==> src/voice_resampler_iir_filter_defines.svh <==
// Assertion macros shared by the voice resampler RTL.
// Depends on nothing; a module that uses them needs clk and arst_n in scope.
`ifndef VOICE_RESAMPLER_IIR_FILTER_DEFINES_SVH
`define VOICE_RESAMPLER_IIR_FILTER_DEFINES_SVH

`ifndef SYNTHESIS
`define VRIF_ASSERT(label, prop) \
	label: assert property (@(posedge clk) disable iff (!arst_n) (prop)) \
		else $error("vrif assertion failed");
`define VRIF_ASSERT_IMPL(label, ante, cons) \
	label: assert property (@(posedge clk) disable iff (!arst_n) (ante) |-> (cons)) \
		else $error("vrif implication failed");
`else
`define VRIF_ASSERT(label, prop)
`define VRIF_ASSERT_IMPL(label, ante, cons)
`endif

`endif

==> src/vrif_pkg.sv <==
// Shared types, constants and helpers for the voice resampler.
// Used by the front queue, configuration block, filter engine and top level.
package vrif_pkg;

	localparam int SAMPLE_W    = 16;
	localparam int PITCH_W     = 16;
	localparam int FRAC_BITS   = 12;
	localparam int FRAC_ONE    = 1 << FRAC_BITS;
	localparam int FRAC_W      = PITCH_W + 1;
	localparam int MAX_OUT     = 64;
	localparam int CNT_W       = $clog2(MAX_OUT + 1);
	localparam int MIN_PITCH   = 64;
	localparam int LP_SHIFT    = 7;
	localparam int IIR_SHIFT   = 15;
	localparam int MUL_W       = SAMPLE_W + 1;
	localparam int PROD_W      = 2 * MUL_W;
	localparam int ACC_W       = PROD_W + 2;
	localparam int WIDE_W      = PROD_W + 2;
	localparam int ADDR_W      = 5;
	localparam int REG_IDX_W   = 3;
	localparam int DATA_W      = 32;
	localparam int QUEUE_DEPTH = 2;
	localparam int QPTR_W      = $clog2(QUEUE_DEPTH);
	localparam int QCNT_W      = $clog2(QUEUE_DEPTH + 1);
	localparam int PITCH_RESET = 4096;

	localparam logic signed [WIDE_W-1:0] SAT_HI = WIDE_W'(32767);
	localparam logic signed [WIDE_W-1:0] SAT_LO = -WIDE_W'(32768);

	typedef enum logic [REG_IDX_W-1:0] {
		REG_PITCH    = 3'd0,
		REG_LP_COEFF = 3'd1,
		REG_BQ_EN    = 3'd2,
		REG_COEF_B1  = 3'd3,
		REG_COEF_B2  = 3'd4,
		REG_COEF_A1  = 3'd5,
		REG_COEF_A2  = 3'd6
	} reg_idx_t;

	typedef struct packed {
		logic [PITCH_W-1:0]         pitch;
		logic signed [SAMPLE_W-1:0] lp_coeff;
		logic                       biquad_enable;
		logic signed [SAMPLE_W-1:0] coef_b1;
		logic signed [SAMPLE_W-1:0] coef_b2;
		logic signed [SAMPLE_W-1:0] coef_a1;
		logic signed [SAMPLE_W-1:0] coef_a2;
	} cfg_t;

	typedef struct packed {
		logic signed [SAMPLE_W-1:0] sample;
		logic                       restart;
	} queue_word_t;

	typedef enum logic [3:0] {
		ST_IDLE,
		ST_CHECK,
		ST_INTERP_MUL,
		ST_INTERP_ADD,
		ST_LP_MUL,
		ST_LP_ADD,
		ST_IIR_MUL,
		ST_IIR_SUM,
		ST_EMIT,
		ST_FINISH
	} eng_state_t;

	function automatic logic signed [SAMPLE_W-1:0] sat16(input logic signed [WIDE_W-1:0] x);
		logic signed [SAMPLE_W-1:0] r;
		if (x > SAT_HI) begin
			r = SAT_HI[SAMPLE_W-1:0];
		end else if (x < SAT_LO) begin
			r = SAT_LO[SAMPLE_W-1:0];
		end else begin
			r = x[SAMPLE_W-1:0];
		end
		return r;
	endfunction

endpackage

==> src/vrif_front.sv <==
// Front end: accepts source words and holds them in a two-entry queue.
// Depends on vrif_pkg for the queue word type.
module vrif_front (
	input  logic                                 clk,
	input  logic                                 arst_n,
	input  logic                                 in_valid,
	output logic                                 in_stall,
	input  logic signed [vrif_pkg::SAMPLE_W-1:0] source_sample,
	input  logic                                 restart,
	output logic                                 q_valid,
	output vrif_pkg::queue_word_t                q_word,
	input  logic                                 q_pop
);
	import vrif_pkg::*;

	queue_word_t        ent_q [QUEUE_DEPTH];
	logic [QPTR_W-1:0]  wr_ptr_q;
	logic [QPTR_W-1:0]  rd_ptr_q;
	logic [QCNT_W-1:0]  count_q;
	logic               push;
	logic               pop;

	assign in_stall = (count_q == QCNT_W'(QUEUE_DEPTH));
	assign push     = in_valid && !in_stall;
	assign q_valid  = (count_q != '0);
	assign pop      = q_pop && q_valid;
	assign q_word   = ent_q[rd_ptr_q];

	always_ff @(posedge clk or negedge arst_n) begin
		if (!arst_n) begin
			wr_ptr_q <= '0;
			rd_ptr_q <= '0;
			count_q  <= '0;
		end else begin
			if (push) begin
				wr_ptr_q <= wr_ptr_q + 1'b1;
			end
			if (pop) begin
				rd_ptr_q <= rd_ptr_q + 1'b1;
			end
			case ({push, pop})
				2'b10:   count_q <= count_q + 1'b1;
				2'b01:   count_q <= count_q - 1'b1;
				default: count_q <= count_q;
			endcase
		end
	end

	always_ff @(posedge clk) begin
		if (push) begin
			ent_q[wr_ptr_q] <= '{sample: source_sample, restart: restart};
		end
	end

endmodule

==> src/vrif_cfg.sv <==
// Configuration register file behind the APB-style port.
// Depends on vrif_pkg for the register map and the config struct.
module vrif_cfg (
	input  logic                         clk,
	input  logic                         arst_n,
	input  logic                         psel,
	input  logic                         penable,
	input  logic                         pwrite,
	input  logic [vrif_pkg::ADDR_W-1:0]  paddr,
	input  logic [vrif_pkg::DATA_W-1:0]  pwdata,
	output logic [vrif_pkg::DATA_W-1:0]  prdata,
	output logic                         pready,
	output vrif_pkg::cfg_t               cfg
);
	import vrif_pkg::*;

	cfg_t     cfg_q;
	reg_idx_t idx;
	logic     wr_en;

	assign pready = 1'b1;
	assign idx    = reg_idx_t'(paddr[ADDR_W-1:ADDR_W-REG_IDX_W]);
	assign wr_en  = psel && penable && pwrite && pready;
	assign cfg    = cfg_q;

	always_ff @(posedge clk or negedge arst_n) begin
		if (!arst_n) begin
			cfg_q <= '{
				pitch:         PITCH_W'(PITCH_RESET),
				lp_coeff:      '0,
				biquad_enable: 1'b0,
				coef_b1:       '0,
				coef_b2:       '0,
				coef_a1:       '0,
				coef_a2:       '0
			};
		end else if (wr_en) begin
			unique case (idx)
				REG_PITCH:    cfg_q.pitch         <= pwdata[PITCH_W-1:0];
				REG_LP_COEFF: cfg_q.lp_coeff      <= $signed(pwdata[SAMPLE_W-1:0]);
				REG_BQ_EN:    cfg_q.biquad_enable <= pwdata[0];
				REG_COEF_B1:  cfg_q.coef_b1       <= $signed(pwdata[SAMPLE_W-1:0]);
				REG_COEF_B2:  cfg_q.coef_b2       <= $signed(pwdata[SAMPLE_W-1:0]);
				REG_COEF_A1:  cfg_q.coef_a1       <= $signed(pwdata[SAMPLE_W-1:0]);
				REG_COEF_A2:  cfg_q.coef_a2       <= $signed(pwdata[SAMPLE_W-1:0]);
				default:      cfg_q               <= cfg_q;
			endcase
		end
	end

	always_comb begin
		prdata = '0;
		unique case (idx)
			REG_PITCH:    prdata = DATA_W'(cfg_q.pitch);
			REG_LP_COEFF: prdata = DATA_W'(cfg_q.lp_coeff);
			REG_BQ_EN:    prdata = DATA_W'(cfg_q.biquad_enable);
			REG_COEF_B1:  prdata = DATA_W'(cfg_q.coef_b1);
			REG_COEF_B2:  prdata = DATA_W'(cfg_q.coef_b2);
			REG_COEF_A1:  prdata = DATA_W'(cfg_q.coef_a1);
			REG_COEF_A2:  prdata = DATA_W'(cfg_q.coef_a2);
			default:      prdata = '0;
		endcase
	end

endmodule

==> src/vrif_core.sv <==
// Back end: interpolator, first-order and four-tap IIR sections on one shared
// multiplier, sequenced per output word. Depends on vrif_pkg and the defines header.
`include "voice_resampler_iir_filter_defines.svh"

module vrif_core (
	input  logic                                 clk,
	input  logic                                 arst_n,
	input  vrif_pkg::cfg_t                       cfg,
	input  logic                                 q_valid,
	input  vrif_pkg::queue_word_t                q_word,
	output logic                                 q_pop,
	output logic                                 out_valid,
	input  logic                                 out_stall,
	output logic signed [vrif_pkg::SAMPLE_W-1:0] out_sample,
	output logic                                 last_of_run
);
	import vrif_pkg::*;

	eng_state_t                 state_q, state_d;
	logic signed [SAMPLE_W-1:0] older_q, newer_q;
	logic [FRAC_W-1:0]          frac_q;
	logic [CNT_W-1:0]           n_q;
	logic signed [SAMPLE_W-1:0] lp_in_q, lp_out_q;
	logic signed [SAMPLE_W-1:0] iir_in1_q, iir_in2_q, iir_out1_q, iir_out2_q;
	logic [1:0]                 tap_q;
	logic signed [SAMPLE_W-1:0] samp_q;
	logic signed [PROD_W-1:0]   prod_q;
	logic signed [ACC_W-1:0]    acc_q;
	logic                       out_valid_q;
	logic signed [SAMPLE_W-1:0] out_sample_q;
	logic                       last_q;

	logic [PITCH_W-1:0]         step;
	logic [FRAC_W-1:0]          frac_next;
	logic                       is_last;
	logic                       emit_fire;
	logic signed [MUL_W-1:0]    mul_a, mul_b;
	logic signed [PROD_W-1:0]   product;
	logic signed [WIDE_W-1:0]   interp_w, lp_w, iir_w;
	logic signed [ACC_W-1:0]    iir_total;
	logic signed [SAMPLE_W-1:0] interp_sat, lp_sat, iir_sat;

	assign step      = (cfg.pitch < PITCH_W'(MIN_PITCH)) ? PITCH_W'(MIN_PITCH) : cfg.pitch;
	assign frac_next = frac_q + FRAC_W'(step);
	assign is_last   = (frac_next >= FRAC_W'(FRAC_ONE)) || (n_q == CNT_W'(MAX_OUT - 1));
	assign emit_fire = (state_q == ST_EMIT) && (!out_valid_q || !out_stall);
	assign q_pop     = (state_q == ST_IDLE) && q_valid;

	always_comb begin
		mul_a = '0;
		mul_b = '0;
		case (state_q)
			ST_INTERP_MUL: begin
				mul_a = MUL_W'(newer_q) - MUL_W'(older_q);
				mul_b = $signed({{(MUL_W-FRAC_BITS){1'b0}}, frac_q[FRAC_BITS-1:0]});
			end
			ST_LP_MUL: begin
				mul_a = MUL_W'(samp_q) - MUL_W'(lp_in_q);
				mul_b = MUL_W'(cfg.lp_coeff);
			end
			ST_IIR_MUL: begin
				case (tap_q)
					2'd0: begin
						mul_a = MUL_W'(cfg.coef_b1);
						mul_b = MUL_W'(iir_in1_q);
					end
					2'd1: begin
						mul_a = MUL_W'(cfg.coef_b2);
						mul_b = MUL_W'(iir_in2_q);
					end
					2'd2: begin
						mul_a = MUL_W'(cfg.coef_a1);
						mul_b = MUL_W'(iir_out1_q);
					end
					default: begin
						mul_a = MUL_W'(cfg.coef_a2);
						mul_b = MUL_W'(iir_out2_q);
					end
				endcase
			end
			default: begin
				mul_a = '0;
				mul_b = '0;
			end
		endcase
	end

	assign product    = mul_a * mul_b;
	assign interp_w   = WIDE_W'(prod_q >>> FRAC_BITS) + WIDE_W'(older_q);
	assign lp_w       = WIDE_W'(prod_q >>> LP_SHIFT) + WIDE_W'(lp_out_q);
	assign iir_total  = acc_q + ACC_W'(prod_q);
	assign iir_w      = WIDE_W'(iir_total >>> IIR_SHIFT);
	assign interp_sat = sat16(interp_w);
	assign lp_sat     = sat16(lp_w);
	assign iir_sat    = sat16(iir_w);

	always_ff @(posedge clk or negedge arst_n) begin
		if (!arst_n) begin
			state_q <= ST_IDLE;
		end else begin
			state_q <= state_d;
		end
	end

	always_comb begin
		state_d = state_q;
		unique case (state_q)
			ST_IDLE: begin
				if (q_valid) state_d = ST_CHECK;
			end
			ST_CHECK: begin
				if (frac_q < FRAC_W'(FRAC_ONE) && n_q < CNT_W'(MAX_OUT)) begin
					state_d = ST_INTERP_MUL;
				end else begin
					state_d = ST_FINISH;
				end
			end
			ST_INTERP_MUL: state_d = ST_INTERP_ADD;
			ST_INTERP_ADD: begin
				if (cfg.lp_coeff != '0) begin
					state_d = ST_LP_MUL;
				end else if (cfg.biquad_enable) begin
					state_d = ST_IIR_MUL;
				end else begin
					state_d = ST_EMIT;
				end
			end
			ST_LP_MUL: state_d = ST_LP_ADD;
			ST_LP_ADD: state_d = cfg.biquad_enable ? ST_IIR_MUL : ST_EMIT;
			ST_IIR_MUL: begin
				if (tap_q == 2'd3) state_d = ST_IIR_SUM;
			end
			ST_IIR_SUM: state_d = ST_EMIT;
			ST_EMIT: begin
				if (emit_fire) state_d = ST_CHECK;
			end
			ST_FINISH: state_d = ST_IDLE;
			default: state_d = ST_IDLE;
		endcase
	end

	always_ff @(posedge clk or negedge arst_n) begin
		if (!arst_n) begin
			older_q     <= '0;
			newer_q     <= '0;
			frac_q      <= '0;
			n_q         <= '0;
			lp_in_q     <= '0;
			lp_out_q    <= '0;
			iir_in1_q   <= '0;
			iir_in2_q   <= '0;
			iir_out1_q  <= '0;
			iir_out2_q  <= '0;
			tap_q       <= '0;
			out_valid_q <= 1'b0;
		end else begin
			case (state_q)
				ST_IDLE: begin
					if (q_valid) begin
						if (q_word.restart) begin
							older_q    <= '0;
							frac_q     <= '0;
							lp_in_q    <= '0;
							lp_out_q   <= '0;
							iir_in1_q  <= '0;
							iir_in2_q  <= '0;
							iir_out1_q <= '0;
							iir_out2_q <= '0;
						end
						newer_q <= q_word.sample;
						n_q     <= '0;
					end
				end
				ST_INTERP_ADD: tap_q <= '0;
				ST_LP_ADD: begin
					lp_in_q  <= samp_q;
					lp_out_q <= lp_sat;
					tap_q    <= '0;
				end
				ST_IIR_MUL: tap_q <= tap_q + 1'b1;
				ST_IIR_SUM: begin
					iir_in2_q  <= iir_in1_q;
					iir_in1_q  <= samp_q;
					iir_out2_q <= iir_out1_q;
					iir_out1_q <= iir_sat;
				end
				ST_EMIT: begin
					if (emit_fire) begin
						frac_q <= frac_next;
						n_q    <= n_q + 1'b1;
					end
				end
				ST_FINISH: begin
					frac_q  <= (frac_q >= FRAC_W'(FRAC_ONE)) ? frac_q - FRAC_W'(FRAC_ONE) : '0;
					older_q <= newer_q;
				end
				default: ;
			endcase

			if (emit_fire) begin
				out_valid_q <= 1'b1;
			end else if (!out_stall) begin
				out_valid_q <= 1'b0;
			end
		end
	end

	always_ff @(posedge clk) begin
		prod_q <= product;
		case (state_q)
			ST_INTERP_ADD: begin
				samp_q <= interp_sat;
				acc_q  <= '0;
			end
			ST_LP_ADD: begin
				samp_q <= lp_sat;
				acc_q  <= '0;
			end
			ST_IIR_MUL: begin
				if (tap_q != 2'd0) acc_q <= iir_total;
			end
			ST_IIR_SUM: samp_q <= iir_sat;
			default: ;
		endcase
		if (emit_fire) begin
			out_sample_q <= samp_q;
			last_q       <= is_last;
		end
	end

	assign out_valid   = out_valid_q;
	assign out_sample  = out_sample_q;
	assign last_of_run = last_q;

	`VRIF_ASSERT(a_count_bound, n_q <= CNT_W'(MAX_OUT))
	`VRIF_ASSERT_IMPL(a_interp_frac, state_q == ST_INTERP_MUL, frac_q < FRAC_W'(FRAC_ONE))
	`VRIF_ASSERT_IMPL(a_pop_idle, q_pop, state_q == ST_IDLE && state_d == ST_CHECK)
	`VRIF_ASSERT(a_last_ends_run, emit_fire && is_last |=> state_q == ST_CHECK ##1 state_q == ST_FINISH)

endmodule

==> src/voice_resampler_iir_filter.sv <==
// Voice resampler: linear interpolation followed by a first-order section and
// a four-tap IIR section, each optional and saturating to 16 bits.
//
// Input channel (in_valid / in_stall, source_sample, restart): a word is taken
// when in_valid is high and in_stall low. A two-word queue sits in front of the
// engine, so the source may run ahead by two words while outputs drain.
// Output channel (out_valid / out_stall, out_sample, last_of_run): each input
// word yields zero to 64 output words; last_of_run marks the final one.
// The output register holds its word while out_stall is high, and the engine
// waits with the next word computed until the register frees up.
// Datapath: one shared 17x17 multiplier serves every product. Per output the engine
// interpolates, runs the first-order section if lp_coeff is nonzero and the IIR
// section (one product per tap) if biquad_enable is set, then emits the word. It
// takes a new input word only after the current one. Reset (arst_n low) clears
// history, position and the queue and loads pitch with 4096 and every other config
// register with zero. A word with restart set clears the history before it is used.
// The user must write registers over the APB port only while idle (not enforced).
module voice_resampler_iir_filter (
	input  logic                                 clk,
	input  logic                                 arst_n,
	input  logic                                 in_valid,
	output logic                                 in_stall,
	input  logic signed [vrif_pkg::SAMPLE_W-1:0] source_sample,
	input  logic                                 restart,
	output logic                                 out_valid,
	input  logic                                 out_stall,
	output logic signed [vrif_pkg::SAMPLE_W-1:0] out_sample,
	output logic                                 last_of_run,
	input  logic                                 psel,
	input  logic                                 penable,
	input  logic                                 pwrite,
	input  logic [vrif_pkg::ADDR_W-1:0]          paddr,
	input  logic [vrif_pkg::DATA_W-1:0]          pwdata,
	output logic [vrif_pkg::DATA_W-1:0]          prdata,
	output logic                                 pready
);
	import vrif_pkg::*;

	cfg_t        cfg;
	logic        q_valid;
	queue_word_t q_word;
	logic        q_pop;

	vrif_cfg u_cfg (
		.clk     (clk),
		.arst_n  (arst_n),
		.psel    (psel),
		.penable (penable),
		.pwrite  (pwrite),
		.paddr   (paddr),
		.pwdata  (pwdata),
		.prdata  (prdata),
		.pready  (pready),
		.cfg     (cfg)
	);

	vrif_front u_front (
		.clk           (clk),
		.arst_n        (arst_n),
		.in_valid      (in_valid),
		.in_stall      (in_stall),
		.source_sample (source_sample),
		.restart       (restart),
		.q_valid       (q_valid),
		.q_word        (q_word),
		.q_pop         (q_pop)
	);

	vrif_core u_core (
		.clk         (clk),
		.arst_n      (arst_n),
		.cfg         (cfg),
		.q_valid     (q_valid),
		.q_word      (q_word),
		.q_pop       (q_pop),
		.out_valid   (out_valid),
		.out_stall   (out_stall),
		.out_sample  (out_sample),
		.last_of_run (last_of_run)
	);

endmodule
==> config.mk <==
export PLATFORM = sky130hd
export DESIGN_NAME = voice_resampler_iir_filter
export DESIGN_NICKNAME = d
export VERILOG_FILES = /design/src/vrif_pkg.sv /design/src/vrif_front.sv /design/src/vrif_cfg.sv /design/src/vrif_core.sv /design/src/voice_resampler_iir_filter.sv
export VERILOG_INCLUDE_DIRS = /design/src /design/src/src
export SDC_FILE = /design/constraint.sdc
export NUM_CORES = 2
export LEC_CHECK = 0
export BUFFER_PORTS_ARGS = -buffer_cell sky130_fd_sc_hd__buf_4
export CORE_ASPECT_RATIO = 0.5
export CORE_MARGIN = 5
export CORE_UTILIZATION = 55
export CTS_CLUSTER_DIAMETER = 30
export CTS_CLUSTER_SIZE = 16
export DETAILED_ROUTE_END_ITERATION = 12
export PLACE_DENSITY = 0.72
export SLEW_MARGIN = 20
export SYNTH_ARGS = -nofsm -noshare
export SYNTH_HDL_FRONTEND = slang
export SYNTH_SLANG_ARGS = --single-unit
==> constraint.sdc <==
create_clock -name clk -period 12.3 [get_ports clk]
set_input_delay 0.615 -clock clk [delete_from_list [all_inputs] [get_ports clk]]
set_output_delay 0.615 -clock clk [all_outputs]
set_load 0.02 [all_outputs]
==> metrics.yaml <==
drv_slew: 0
ir_drop_v: 0.000129
setup-tns-final_ps: 0
die-area_um2: 67200
via_count: 26800
io_pins: 113
start_kind: "flop"
first_iter_violations: 2844
syn_avg_cell_area_um2: 9.77
met3_usage: 0.0917
cp_max_fo: 17
clock_latency_ps: 610
cts_hold_buf: 0
dp_cells: 4283
portBuffers: 93
drc_errors: 0
syn-instance-count: 3479
antenna_found_initial: 3
layout_commonest_cell: "inv_1"
nets: 4118
synth_area_um2: 34000
postSynth.asyncResetShare: 0.655
status: "complete, no violations"
cts_setup_buffers: 0
numCtsBuffers: 69
die_x_um: 362
crit_path_end_kind: "flop"
reg2regPathDepth: 31
fin_crit_sh: 0.783
fin_area_um2: 37900
routed_via_density: 6.08
cts_root_buf: "clkbuf_16"
grt_setup_unrepaired: "no"
routabilityCongestion: 0.945
drt.antenna.violating_nets: 0
synth_cell_types: 94
fmaxAchievable_mhz: 104
post_drt_wl_per_cell_um: 22.1
rows: 64
post_cts_resized: 0
stdcell_count: 4413
wl_um: 97600
dieHeight_um: 186
rrSetupSlack_ps: 2670
final_cell_mix: "inv_1, nor2_1, fa_1"
grt_pass1_vias: 26600
track_usage: 0.292
clock_sinks: 397
grt_pass1_wl_um: 152000
pwr_density_cell_nw_per_um2: 216
crit_slowest_cell: "a211oi_4"
crit_top_cell: "fa_1"
coreArea_um2: 61200
placed_area_um2: 35500
crit_required_ps: 12810
worstMarginPinSlew_ps: 1090
r2r-start: "u_core.samp_q[1]"
start_util: 0.556
crit_path_start: "u_core.samp_q[1]"
crit_end: "u_core.prod_q[33]"
r2r-end: "u_core.prod_q[33]"
synthFlopType: "dfrtp_1"
slew_headroom: 0.270
drive_above_1_share: 0.126
p_leak_nw: 17.7
cp_data_arrival_time_ps: 10150
cpPeakStageDelay_ps: 830
grt_max_degree: 153
yosys_register_bits: 397
grt_use_met1: 0.397
synth-seq-area-share: 0.302
netlist_top_cells_area: "dfrtp_1, fa_1, edfxtp_1"
report.final.hold_viol_count: 0
area_delta_synth_final_pct: 11.4
yosys.area.top_type_share: 0.191
hp-class: "in -> async"
syn_nets: 4067
synth-edff-count: 103
clk_path_buf_depth: 3
period_needed_ps: 9630
met2_usage: 0.449
dr.pass1.iters: 9
grt_overflow: 0
cts_tree: "built"
top_usage_layer: "met2"
clk_pin_slew_ps: 60
max-cap-violations: 0
yosysTopAreaCell: "dfrtp_1"
skew_ps: 38.1
hpwl_um: 72800
htree_levels: 3
ys.warnings.count: 0
setup-violations-final: 0
crit_type: "reg -> reg"
report_power, final:
group          switching (W)  leakage, nW  internal, W
clock network       0.000753         1.15      0.00118
registers           0.000466         4.63      0.00181
logic                0.00247         12.0      0.00149
total                0.00369         17.7      0.00448
per-stage QoR:
stage                     utilization  worst slack, ps  total power, W  hold WS (ps)
after floorplan                     -             3910         0.00477           319
after global placement          0.580             2960         0.00605           463
after detailed placement        0.580             2850         0.00613           474
after CTS                       0.619             2800         0.00810          86.4
after global routing            0.619             2070         0.00865           111
final                           0.619             2670         0.00817          35.0
critical path, delay by kind of cell (launching register included):
family,cells,cell delay [ps]
fa+ha+maj,8,3660
compound gates,12,4030
flops,1,450
xor+xnor,2,320
buf+inv,3,160
simple gates,6,910
cell type report:
cell class | count | area [µm²]
tap | 825 | 1030
antenna | 1 | 2.50
multi-input combinational | 2489 | 21500
inverter | 430 | 1610
sequential | 397 | 10300
clock inverter | 41 | 450
fill | 4967 | 23300
clock buffer | 87 | 1910
timing repair buffer | 143 | 1110
Yosys cell counts (all sizes together), types with 9 or more instances:
library cell,n
nor3,46
nor2b,32
buf,35
mux2,108
inv,428
clkbuf,128
fa,302
dfxtp,34
nand4,29
a222oi,40
and3,21
a21o,84
nand2b,66
or3,17
dfrtp,259
a22oi,16
a221o,9
or2,26
xnor2,99
nor2,351
o21bai,15
and2,23
edfxtp,103
xor2,58
o211ai,24
o21ai,120
nand2,221
a22o,99
a31oi,19
mux2i,36
nand3,38
nor4,12
a21oi,191
a211oi,17
o21a,21
ha,225
a221oi,16
registers in the layout (all words and copies together), names as in the netlist, 17 cells and up:
| register | count |
|---|---|
| u_core.acc_q | 36 |
| u_core.frac_q | 17 |
| u_core.prod_q | 34 |
| u_front.ent_q | 34 |
| u_cfg.cfg | 97 |
worst min path at each step:
stage	slack, ps	from	to
after detailed placement	470	u_core.samp_q[0]	u_core.out_sample[0]
after CTS	90	arst_n	u_core.lp_out_q[11]
after floorplan	320	arst_n	u_cfg.cfg[0]
after global routing	110	arst_n	u_core.lp_out_q[6]
after global placement	460	u_core.lp_out_q[8]	u_core.lp_out_q[8]
final	30	arst_n	u_core.lp_out_q[8]
per-layer routing:
metal	vias to the layer above	routed length, µm
li1	12100	-
met1	13400	40500
met2	1076	43000
met3	240	10600
met4	4	3440
met5	-	22
cells by family (layout without fill, tap and decap cells):
| family | count (synthesis) | in the layout | synth area share |
|---|---|---|---|
| AOI/OAI and AO/OA | 747 | 747 | 0.156 |
| other | 1 | 2 | 0.000110 |
| muxes | 145 | 145 | 0.0470 |
| xor gates and xnor gates | 157 | 157 | 0.0407 |
| buffers and inverters | 593 | 701 | 0.0680 |
| DFF | 397 | 397 | 0.302 |
| adders and majority gates | 527 | 527 | 0.261 |
| and+or+nand+nor | 912 | 912 | 0.125 |
Power figures use the tool's default switching activity.
